[src/rtl/core/bstd_ram.sv]
// Generic single-write, single-read synchronous RAM with registered read data.
// Standalone; no package dependency.
`default_nettype none

module bstd_ram #(
    parameter int WIDTH = 8,
    parameter int DEPTH = 16
) (
    input  wire logic                                   clk,
    input  wire logic                                   we,
    input  wire logic [(DEPTH > 1 ? $clog2(DEPTH) : 1)-1:0] waddr,
    input  wire logic [WIDTH-1:0]                       wdata,
    input  wire logic                                   re,
    input  wire logic [(DEPTH > 1 ? $clog2(DEPTH) : 1)-1:0] raddr,
    output logic      [WIDTH-1:0]                       rdata
);

    logic [WIDTH-1:0] mem [DEPTH];
    logic [WIDTH-1:0] rdata_reg;

    always_ff @(posedge clk)
    begin
        if (we)
        begin
            mem[waddr] <= wdata;
        end
        if (re)
        begin
            rdata_reg <= mem[raddr];
        end
    end

    assign rdata = rdata_reg;

endmodule

`default_nettype wire

[config.mk]
export PLATFORM = sky130hd
export DESIGN_NAME = bstd_ram
export DESIGN_NICKNAME = d
export VERILOG_FILES = /design/src/rtl/core/bstd_ram.sv
export SDC_FILE = /design/constraint.sdc
export NUM_CORES = 1
export LEC_CHECK = 0
export BUFFER_PORTS_ARGS = -buffer_cell sky130_fd_sc_hd__buf_2
export CELL_PAD_IN_SITES_DETAIL_PLACEMENT = 1
export CELL_PAD_IN_SITES_GLOBAL_PLACEMENT = 1
export CORE_MARGIN = 8
export CORE_UTILIZATION = 50
export DETAILED_ROUTE_END_ITERATION = 12
export GPL_TIMING_DRIVEN = 0
export HOLD_SLACK_MARGIN = 0.06
export PLACE_DENSITY = 0.86
export SYNTH_ARGS = -nofsm -noshare
export SYNTH_HDL_FRONTEND = slang
export SYNTH_SLANG_ARGS = --single-unit
[constraint.sdc]
create_clock -name clk -period 5.37 [get_ports clk]
set_clock_uncertainty 0.1 [all_clocks]
set_input_delay 1.3425 -clock clk [delete_from_list [all_inputs] [get_ports clk]]
set_output_delay 1.3425 -clock clk [all_outputs]
set_load 0.02 [all_outputs]
Word level (Yosys, flattened, before mapping). Memories as Yosys holds them, arrays and structs flattened. A register that Yosys moved wholly into a read port is not among the register bits. Index checks and enable logic that the tools add are counted.

Register bits after elaboration: 0. Latch bits: 0. RAM bits: 128. ROM bits: 0. Bits of input ports: 19. Output and inout port bits: 8. Word-level logic and storage cells: 3. Memories kept: 1.

Memory list: mem (words 16, width 8, rd ports 1, clocked after Yosys merged registers in 1, write ports 1, line 18) `logic [WIDTH-1:0] mem [DEPTH];`.

$add $sub $neg: 0. $mul: 0. Divide/modulo/power cells: 0. $lt $le $gt $ge: 0. Equal/unequal tests: 0. Shift operators: 0. Multiplexer cells: 2. Bitwise gates (word level): 0. Reductions and logical operators: 0.

Operator list (count): two-way mux 1 bit (2).

Depth between registers and ports, before layout. Gate-level depths: netlist of run 1.

Word-level depth: 2. Depth in mapped cells: 5. Mapped depth without buffers: 3.

Least setup slack after synthesis of run 1. OpenSTA, ideal clock, no wires.

Path kind: input -> register. Start point: input waddr[2] (netlist bit). End point: memory mem[0][0] (enable). Setup time: 0.383 ns. Arrival: 2.452 ns. Required time: 4.887 ns. Slack: 2.435 ns. Cell stages on the path: 2. Buffers on the path: 0. Path through: or3b_2 > nor3_1.

RTL lines: start: declaration (line 11) `input wire logic [(DEPTH > 1 ? $clog2(DEPTH) : 1)-1:0] waddr,`; end: declaration (line 18).

Straight into the memory's write port.

Worst setup path after layout of run 1.
Start point: input waddr[2] (netlist bit). End point: memory mem[0][1] (enable).

Straight into the memory's write port.

==> results.yml, run 1 <==
status:
  status: "completed"
global_routing:
  grt_use_total_pct: 17.5
  grt_antenna_before_repair: 0
  grt_first_pass_wirelength_mm: 17.4
  grt_overflow: 0
  grt_pass1_vias: 2748
  grt_max_degree: 17
placement:
  place_congestion: 0.721
  numPlacedInstances: 390
  portBuffers: 25
  place_area_sq_um: 5520
  dpl.hpwl_mm: 7.17
setup_path:
  rr_worst_depth: 3
  r2r_slack_ns: 3.66
  endpoint_kind: "flip-flop"
  r2r_start: "mem[2][0]"
  critPathBufInv: 1
  crit_slowest_cell: "nor3_1"
  critPathTopFamily: "simple AND/OR/NAND/NOR gates"
  required_ns: 5.39
  r2r_end: "rdata[0]"
  crit_fanout: 8
  crit_chain: "buf_2 -> or3b_2 -> nor3_1"
  cp.arrival_ns: 2.99
  critPathKind: "in -> reg"
  worst_path_largest_cell_delay_ns: 1.00
  start_kind: "input pin"
synth:
  synth_cells: 229
  post-synth-top-count-cell: "edfxtp_1"
  muxShareOfSynthArea_pct: 14.8
  synth_edf_count: 136
  ys.warnings.count: 0
  synth_top_family_by_area: "multiplexers"
  synthAdderAreaFrac_pct: 0
  synth_simple_gate_area_share_pct: 3.14
  yosys.area_share.xor_xnor_pct: 0
  ys_seq_elements: 136
  yosys.area.top_type: "edfxtp_1"
  avgSynthCellArea_sq_um: 22.8
  synth_compound_area_share_pct: 2.30
  seq_area_frac_synth_pct: 78.1
  syn_nets: 248
  synth_top_area_share_pct: 78.1
  synth_cell_types: 18
  netlist_area_sq_um: 5230
  synth_common_cells: "edfxtp_1, mux4_2, a22oi_1"
  ys.flop_type: "edfxtp_1"
  async_reset_ff_share_pct: 0
  synth_area_leaders: "edfxtp_1, mux4_2, mux4_1"
floorplan:
  start_util_pct: 51.1
  dieArea_sq_um: 14000
  io_pins: 27
  rows: 37
  die_height_microns: 118
  core_area_sq_um: 10200
  die_w_microns: 118
power:
  pwr-share-comb_pct: 5.0
  clkPwrFrac_pct: 45.6
  p_leak_nw: 2.02
  peakVddDrop_mv: 0.213
  sw_frac_of_total_pct: 21.8
  p_switching_mw: 0.530
  seq_power_share_pct: 49.4
  intPower_mw: 1.90
  p_per_area_nw_per_um2: 400
  power_mw: 2.43
worst_hold_path:
  hold-path-endpoint: "rdata[3]"
  hold_path.class: "reg -> reg"
  holdPathStages: 3
  worstHoldStart: "mem[9][3]"
sta:
  slew_viol_final: 0
  min_period_over_period_pct: 55.3
  rsz0062_at_grt: "false"
  max_freq_ghz: 0.337
  period_needed_ns: 2.97
  hold_violations: 0
  finalSetupTns_ns: 0
  setup_viol: 0
  tightest_slew_ns: 1.32
  max-slew-margin-rel_pct: 11.3
route:
  drc: 0
  drt-pass1-iter-count: 4
  post_drt_wl_per_cell_microns: 27.3
  vias: 2478
  drt_wl_total_mm: 11.5
  drtAntennaViolNets: 0
  vias_per_cell: 5.87
  drt-initial-drc-count: 211
layout:
  fillers: 870
  diodes: 0
  final_cell_area_sq_um: 6090
  post-route-util_pct: 59.5
  nNetsFinal: 292
  drive_gt1_share_pct: 29.4
  finalNonFillerCells: 422
  syn2layout_area_growth_pct: 16.5
  largest_reg_flops: 128
clocking:
  cts_buffer_depth: 2
  cts_hold_buf: 0
  clkLatencyLatePin_ns: 0.52
  cts_sinks: 136
  cts_root_buffer: "clkbuf_8"
  cts_tree: "yes"
  clkTransAtPathRegs_ns: 0.06
  cts_setup_buffers: 0
  numCtsBuffers: 17
  h-tree-depth: 4
  ctsResizeCount: 0
flow_run:
  drv_cap: 0
cell families (layout without fill, tap and decap cells):
| group | Yosys count | count (layout) |
|---|---|---|
| DFF | 136 | 136 |
| and+or+nand+nor | 35 | 35 |
| muxes | 32 | 32 |
| AOI/OAI and AO/OA | 16 | 16 |
| buffers and inverters | 10 | 67 |
power by group through the flow:
stage / logic (mW) / registers (mW) / clock network [mW]
5_1_grt: 0.129 / 1.20 / 1.16
3_3_place_gp: 0.113 / 1.22 / 0
3_5_place_dp: 0.121 / 1.23 / 0
4_1_cts: 0.123 / 1.20 / 1.12
2_1_floorplan: 0.0604 / 1.23 / 0
6_report: 0.121 / 1.20 / 1.11
cell usage in the layout, fill, tap and decap left out, drive strengths merged:
cell / Yosys / routed
a22oi: 16 / 16
and2: 1 / 1
and2b: 1 / 1
buf: 7 / 32
bufinv: 0 / 2
clkbuf: 0 / 18
clkdlybuf4s25: 3 / 3
clkinv: 0 / 5
clkinvlp: 0 / 5
edfxtp: 136 / 136
inv: 0 / 2
mux4: 32 / 32
nand2: 9 / 9
nand2b: 2 / 2
nand3: 1 / 1
nand3b: 2 / 2
nor2: 13 / 13
nor2b: 1 / 1
nor3: 4 / 4
or3b: 1 / 1
routing by layer:
layer	GRT usage, %	wire length [microns]
met1	21.6	4820
met2	28.3	5890
met3	4.90	542
met4	7.85	261
met5	0	0
cell type report:
| class | instances | area, sq um | share of cell area (%) |
|---|---|---|---|
| Multi-Input combinational cell | 83 | 1060 | 17.4 |
| Buffer | 10 | 86.3 | 1.42 |
| Sequential cell | 136 | 4080 | 67.1 |
| Tap cell | 136 | 170 | 2.79 |
| Timing Repair Buffer | 25 | 125 | 2.05 |
| Clock buffer | 18 | 418 | 6.86 |
| Clock inverter | 14 | 150 | 2.47 |
worst max path at each step:
| stage | cells after the start | slack [ns] | from | to |
|---|---|---|---|---|
| detailed placement | 3 | 1.82 | waddr[2] | mem[0][7] |
| CTS | 3 | 2.38 | waddr[2] | mem[0][1] |
| global route | 3 | 2.30 | waddr[2] | mem[0][1] |
| global placement | 3 | 1.88 | waddr[2] | mem[0][7] |
| floorplan | 2 | 2.43 | waddr[2] | mem[0][0] |
| finish | 3 | 2.40 | waddr[2] | mem[0][1] |
stage by stage:
step / worst slack [ns] / hold slack [ns]
3_3_place_gp: 1.88 / 0.635
2_1_floorplan: 2.43 / 0.605
4_1_cts: 2.38 / 0.708
6_report: 2.40 / 0.701
3_5_place_dp: 1.82 / 0.684
5_1_grt: 2.30 / 0.747
worst min-delay path, cell delays in order, from the launching register on:
cell and delay [ns]:
edfxtp_1 0.31, mux4_1 0.24, a22oi_1 0.09, nand2_1 0.06
Power figures use the tool's default switching activity.
==> inputs of run 2 (changes only) <==
--- a/config.mk
+++ b/config.mk
@@ -9,7 +9,7 @@
 export CELL_PAD_IN_SITES_DETAIL_PLACEMENT = 1
 export CELL_PAD_IN_SITES_GLOBAL_PLACEMENT = 1
 export CORE_MARGIN = 8
-export CORE_UTILIZATION = 50
+export CORE_UTILIZATION = 48
 export DETAILED_ROUTE_END_ITERATION = 12
 export GPL_TIMING_DRIVEN = 0
 export HOLD_SLACK_MARGIN = 0.06
==> constraint.sdc (replaced) <==
create_clock -name clk -period 2.6 [get_ports clk]
set_clock_uncertainty 0.1 [all_clocks]
set_input_delay 0.65 -clock clk [delete_from_list [all_inputs] [get_ports clk]]
set_output_delay 0.65 -clock clk [all_outputs]
set_load 0.02 [all_outputs]
==> results.yml, run 2 (same netlist as run 1, synthesis figures left out) <==
clocking:
  clkLatencyLatePin_ns: 0.52
  cts_sinks: 136
  h-tree-depth: 4
  cts_tree: "yes"
  cts_buffer_depth: 2
  numCtsBuffers: 17
  cts_setup_buffers: 0
  clkTransAtPathRegs_ns: 0.06
  cts_hold_buf: 0
  cts_root_buffer: "clkbuf_8"
  ctsResizeCount: 0
placement:
  place_area_sq_um: 5530
  dpl.hpwl_mm: 7.25
  place_congestion: 0.721
  portBuffers: 25
  dpl_worst_slack_ns: -0.304
power:
  p_leak_nw: 2.03
  peakVddDrop_mv: 0.637
  p_switching_mw: 1.04
  sw_frac_of_total_pct: 20.6
  seq_power_share_pct: 49.1
  intPower_mw: 4.01
  pwr-share-comb_pct: 5.0
  p_per_area_nw_per_um2: 827
  power_mw: 5.06
  clkPwrFrac_pct: 45.9
sta:
  tightest_slew_ns: 1.14
  hold_violations: 0
  min_period_over_period_pct: 74.4
  finalHoldWorstSlack_ns: 0.374
  layout_setup_ws_ns: 0.666
  max_freq_ghz: 0.517
  period_needed_ns: 1.93
  slew_viol_final: 0
  finalSetupTns_ns: 0
  max-slew-margin-rel_pct: 23.7
  rsz0062_at_grt: "false"
  setup_viol: 0
setup_path:
  worst_path_largest_cell_delay_ns: 0.67
  r2r_slack_ns: 0.91
  cp.arrival_ns: 1.98
  start_kind: "input pin"
  critPathKind: "in -> reg"
  crit_chain: "buf_2 -> or3b_2 -> nor2_1"
  required_ns: 2.65
  crit_fanout: 8
  endpoint_kind: "flip-flop"
  crit_slowest_cell: "nor2_1"
floorplan:
  dieArea_sq_um: 14500
  core_area_sq_um: 10700
  die_height_microns: 120
  die_w_microns: 120
  rows: 38
  io_pins: 27
  start_util_pct: 48.6
layout:
  syn2layout_area_growth_pct: 17.0
  final_cell_area_sq_um: 6120
  nNetsFinal: 292
  most-common-layout-cells: "edfxtp_1, buf_2, mux4_2"
  drive_gt1_share_pct: 30.1
  largest_reg_flops: 128
  diodes: 0
  final_common_cell: "edfxtp_1"
route:
  post_drt_wl_per_cell_microns: 27.3
  drtAntennaViolNets: 0
  drt-pass1-iter-count: 5
  vias: 2551
  drc: 0
  drt-initial-drc-count: 185
  drt_wl_total_mm: 11.6
  vias_per_cell: 5.99
status:
  status: "completed"
worst_hold_path:
  hold_path.class: "in -> reg"
global_routing:
  grt_max_degree: 17
  grt_use_total_pct: 17.3
  grt_pass1_vias: 2743
  grt_antenna_before_repair: 0
  grt_first_pass_wirelength_mm: 17.4
  grt_overflow: 0
flow_run:
  drv_cap: 0
-- run 2: changes by cell type in the layout (fill, tap and decap cells not counted), sizes merged --
cell	delta
clkinv	+3
inv	-2
clkinvlp	-2
bufinv	+1
-- run 2: final timing paths --
path          endpoint  startpoint  cells after the start
min reg2reg   rdata[3]  mem[11][3]                      3
min           rdata[4]          re                      1
max          mem[2][1]    waddr[2]                      3
max reg2reg   rdata[0]   mem[4][0]                      3
-- run 2: power groups by stage --
stage	clock network, mW	registers [mW]	logic, mW
after detailed placement	0	2.53	0.250
after global placement	0	2.52	0.234
after CTS	2.36	2.49	0.254
final	2.32	2.49	0.252
after floorplan	0	2.54	0.125
after global routing	2.44	2.49	0.270
-- run 2: stage by stage --
step	util, %	std cells
2_1_floorplan	-	229
3_3_place_gp	51.4	394
3_5_place_dp	51.4	394
4_1_cts	56.8	426
5_1_grt	56.9	426
6_report	56.9	426
-- run 2: worst max-delay path, delay by kind of cell --
kind                   cells  cell delay [ns]
buffers and inverters      1             0.11
AND/OR/NAND/NOR            2             1.22
-- run 2: cell type report --
type	instances	area (sq um)
buffer	10	86.3
clock buffer	18	418
fill	959	4630
sequential	136	4080
tap	140	175
clock inverter	14	158
timing repair buffer	25	125
multi-input combinational	83	1070
-- run 2: per-layer routing --
layer / vias to the layer above / track usage, % / routed length, microns
li1: 1074 / - / -
met1: 1376 / 22.2 / 4990
met2: 90 / 26.9 / 5850
met3: 11 / 5.22 / 653
met4: 0 / 7.26 / 125
met5: - / 0 / 0
==> inputs of run 3 (changes only) <==
--- a/config.mk
+++ b/config.mk
@@ -5,15 +5,16 @@
 export SDC_FILE = /design/constraint.sdc
 export NUM_CORES = 1
 export LEC_CHECK = 0
+export ABC_AREA = 1
 export BUFFER_PORTS_ARGS = -buffer_cell sky130_fd_sc_hd__buf_2
 export CELL_PAD_IN_SITES_DETAIL_PLACEMENT = 1
 export CELL_PAD_IN_SITES_GLOBAL_PLACEMENT = 1
 export CORE_MARGIN = 8
-export CORE_UTILIZATION = 48
+export CORE_UTILIZATION = 49
 export DETAILED_ROUTE_END_ITERATION = 12
 export GPL_TIMING_DRIVEN = 0
 export HOLD_SLACK_MARGIN = 0.06
-export PLACE_DENSITY = 0.86
+export PLACE_DENSITY = 0.91
 export SYNTH_ARGS = -nofsm -noshare
 export SYNTH_HDL_FRONTEND = slang
 export SYNTH_SLANG_ARGS = --single-unit
==> constraint.sdc (replaced) <==
create_clock -name clk -period 1.84 [get_ports clk]
set_clock_uncertainty 0.1 [all_clocks]
set_input_delay 0.46 -clock clk [delete_from_list [all_inputs] [get_ports clk]]
set_output_delay 0.46 -clock clk [all_outputs]
set_load 0.02 [all_outputs]
==> results.yml, run 3 <==
status:
  status: "completed"
global_routing:
  grt_first_pass_wirelength_mm: 26.8
  grt_overflow: 0
  grt_antenna_before_repair: 0
  grt_max_degree: 17
  grt_use_total_pct: 22.9
  grt_pass1_vias: 4649
route:
  drtAntennaViolNets: 0
  drt-initial-drc-count: 477
  drt_wl_total_mm: 17.3
  vias_per_cell: 5.64
  vias: 4248
  drc: 0
  drt-pass1-iter-count: 5
  post_drt_wl_per_cell_microns: 23.0
power:
  peakVddDrop_mv: 0.702
  p_per_area_nw_per_um2: 1070
  power_mw: 7.16
  p_leak_nw: 2.88
setup_path:
  critPathTopFamily: "simple AND/OR/NAND/NOR gates"
  endpoint_kind: "flip-flop"
  r2r_slack_ns: 0.51
  critPathBufInv: 1
  rr_worst_depth: 6
  worstSetupStartpoint: "waddr[3]"
  cp.arrival_ns: 1.64
  crit_slowest_cell: "nor2_1"
  r2r_start: "mem[2][7]"
  r2r_end: "rdata[7]"
  worst_path_largest_cell_delay_ns: 0.83
  start_kind: "input pin"
  critPathKind: "in -> reg"
  required_ns: 1.77
  crit_fanout: 8
  crit_chain: "buf_2 -> nand3b_1 -> nor2_1"
synth:
  synth_cells: 551
  avgSynthCellArea_sq_um: 10.6
  synth_area_leaders: "edfxtp_1, nand2_1, nand3_1"
  synth_common_cells: "nand2_1, edfxtp_1, inv_1"
  synthAdderAreaFrac_pct: 0
  ys_seq_elements: 136
  muxShareOfSynthArea_pct: 0
  synth_top_area_share_pct: 69.8
  synth_top_family_by_area: "simple AND/OR/NAND/NOR gates"
  synth_compound_area_share_pct: 0
  ys.flop_type: "edfxtp_1"
  yosys.area.top_type: "edfxtp_1"
  ys.warnings.count: 0
  synth_edf_count: 136
  yosys.area_share.xor_xnor_pct: 0
  synth_simple_gate_area_share_pct: 20.8
  netlist_area_sq_um: 5850
  synth_cell_types: 11
  post-synth-top-count-cell: "nand2_1"
  async_reset_ff_share_pct: 0
  syn_nets: 570
  seq_area_frac_synth_pct: 69.8
layout:
  largest_reg_flops: 128
  finalNonFillerCells: 753
  diodes: 0
  final_cell_area_sq_um: 6680
  most-common-layout-cells: "nand2_1, edfxtp_1, inv_1"
  nNetsFinal: 612
  drive_gt1_share_pct: 12.5
  final_common_cell: "nand2_1"
  fillers: 1240
  syn2layout_area_growth_pct: 14.3
sta:
  max-slew-margin-rel_pct: 29.9
  max_freq_ghz: 0.587
  tightest_slew_ns: 1.05
  slew_viol_final: 0
  period_needed_ns: 1.70
  hold_violations: 0
  setup_viol: 0
  rsz0062_at_grt: "false"
  min_period_over_period_pct: 92.6
clocking:
  clkTransAtPathRegs_ns: 0.06
  numCtsBuffers: 17
  cts_buffer_depth: 2
  cts_hold_buf: 0
  cts_sinks: 136
  cts_root_buffer: "clkbuf_16"
  ctsResizeCount: 0
  cts_tree: "yes"
  cts_setup_buffers: 0
  clkLatencyLatePin_ns: 0.42
  h-tree-depth: 4
floorplan:
  rows: 40
  die_w_microns: 125
  io_pins: 27
  die_height_microns: 125
  start_util_pct: 49.5
  dieArea_sq_um: 15700
  core_area_sq_um: 11800
placement:
  place_area_sq_um: 6150
  place_congestion: 0.861
  numPlacedInstances: 721
  portBuffers: 23
  dpl.hpwl_mm: 11.0
worst_hold_path:
  holdPathStages: 1
  worstHoldStart: "re"
  hold_path.class: "in -> reg"
  hold-path-endpoint: "rdata[1]"
flow_run:
  drv_cap: 0
## run 3: changes by cell type in the layout (fill, tap and decap cells not counted), sizes merged, moves of 15 or more
cell   before  now
nand2       9  173
inv         0  103
nand3       1   97
mux4       32    0
a22oi      16    0
buf        32   47
## run 3: metal layers
layer | vias up | global-route usage (%) | wire (microns)
met1 | 2108 | 27.9 | 6860
met2 | 230 | 37.7 | 8610
met3 | 42 | 5.52 | 1420
met5 | - | 0 | 0
met4 | 0 | 10.5 | 449
li1 | 1868 | - | -
## run 3: report_power, final
part           switching [mW]  leakage (nW)  internal, mW
Combinational           0.369          1.39         0.130
Sequential             0.0197          1.24          3.49
Clock                    1.32         0.254          1.84
Total                    1.70          2.88          5.46
## run 3: how the worst max path moves through the flow
stage               cells past startpoint    endpoint
finish                                  3   mem[5][0]
global placement                        3   mem[7][6]
detailed placement                      3   mem[9][3]
global route                            3   mem[9][2]
CTS                                     3   mem[5][0]
floorplan                               2  mem[10][0]
## run 3: worst register-to-register path: cells and delay by family, from the launching register on
family / cells / cell delay, ns
simple gates: 5 / 0.51
flops: 1 / 0.40
buf+inv: 1 / 0.08
## run 3: logic make-up after synthesis
| family | Yosys count |
|---|---|
| AND/OR/NAND/NOR | 289 |
| flip-flops | 136 |
| buffers and inverters | 126 |
## run 3: through the flow
stage	TNS [ns]	hold slack, ns	utilization (%)	setup WS [ns]
floorplan	0	0.459	-	0.329
global placement	-8.48	0.644	52.0	-0.181
CTS	0	0.287	56.6	0.182
detailed placement	-16.15	0.653	52.0	-0.235
global route	0	0.294	56.6	0.0956
finish	0	0.292	56.6	0.137
## run 3: area by class of cell
class,count,area [sq um],area share (%)
Buffer,24,166,2.49
Clock buffer,18,429,6.42
Clock inverter,14,109,1.63
Inverter,102,383,5.73
Multi-Input combinational cell,289,1210,18.2
Sequential cell,136,4080,61.1
Tap cell,147,184,2.75
Timing Repair Buffer,23,115,1.72
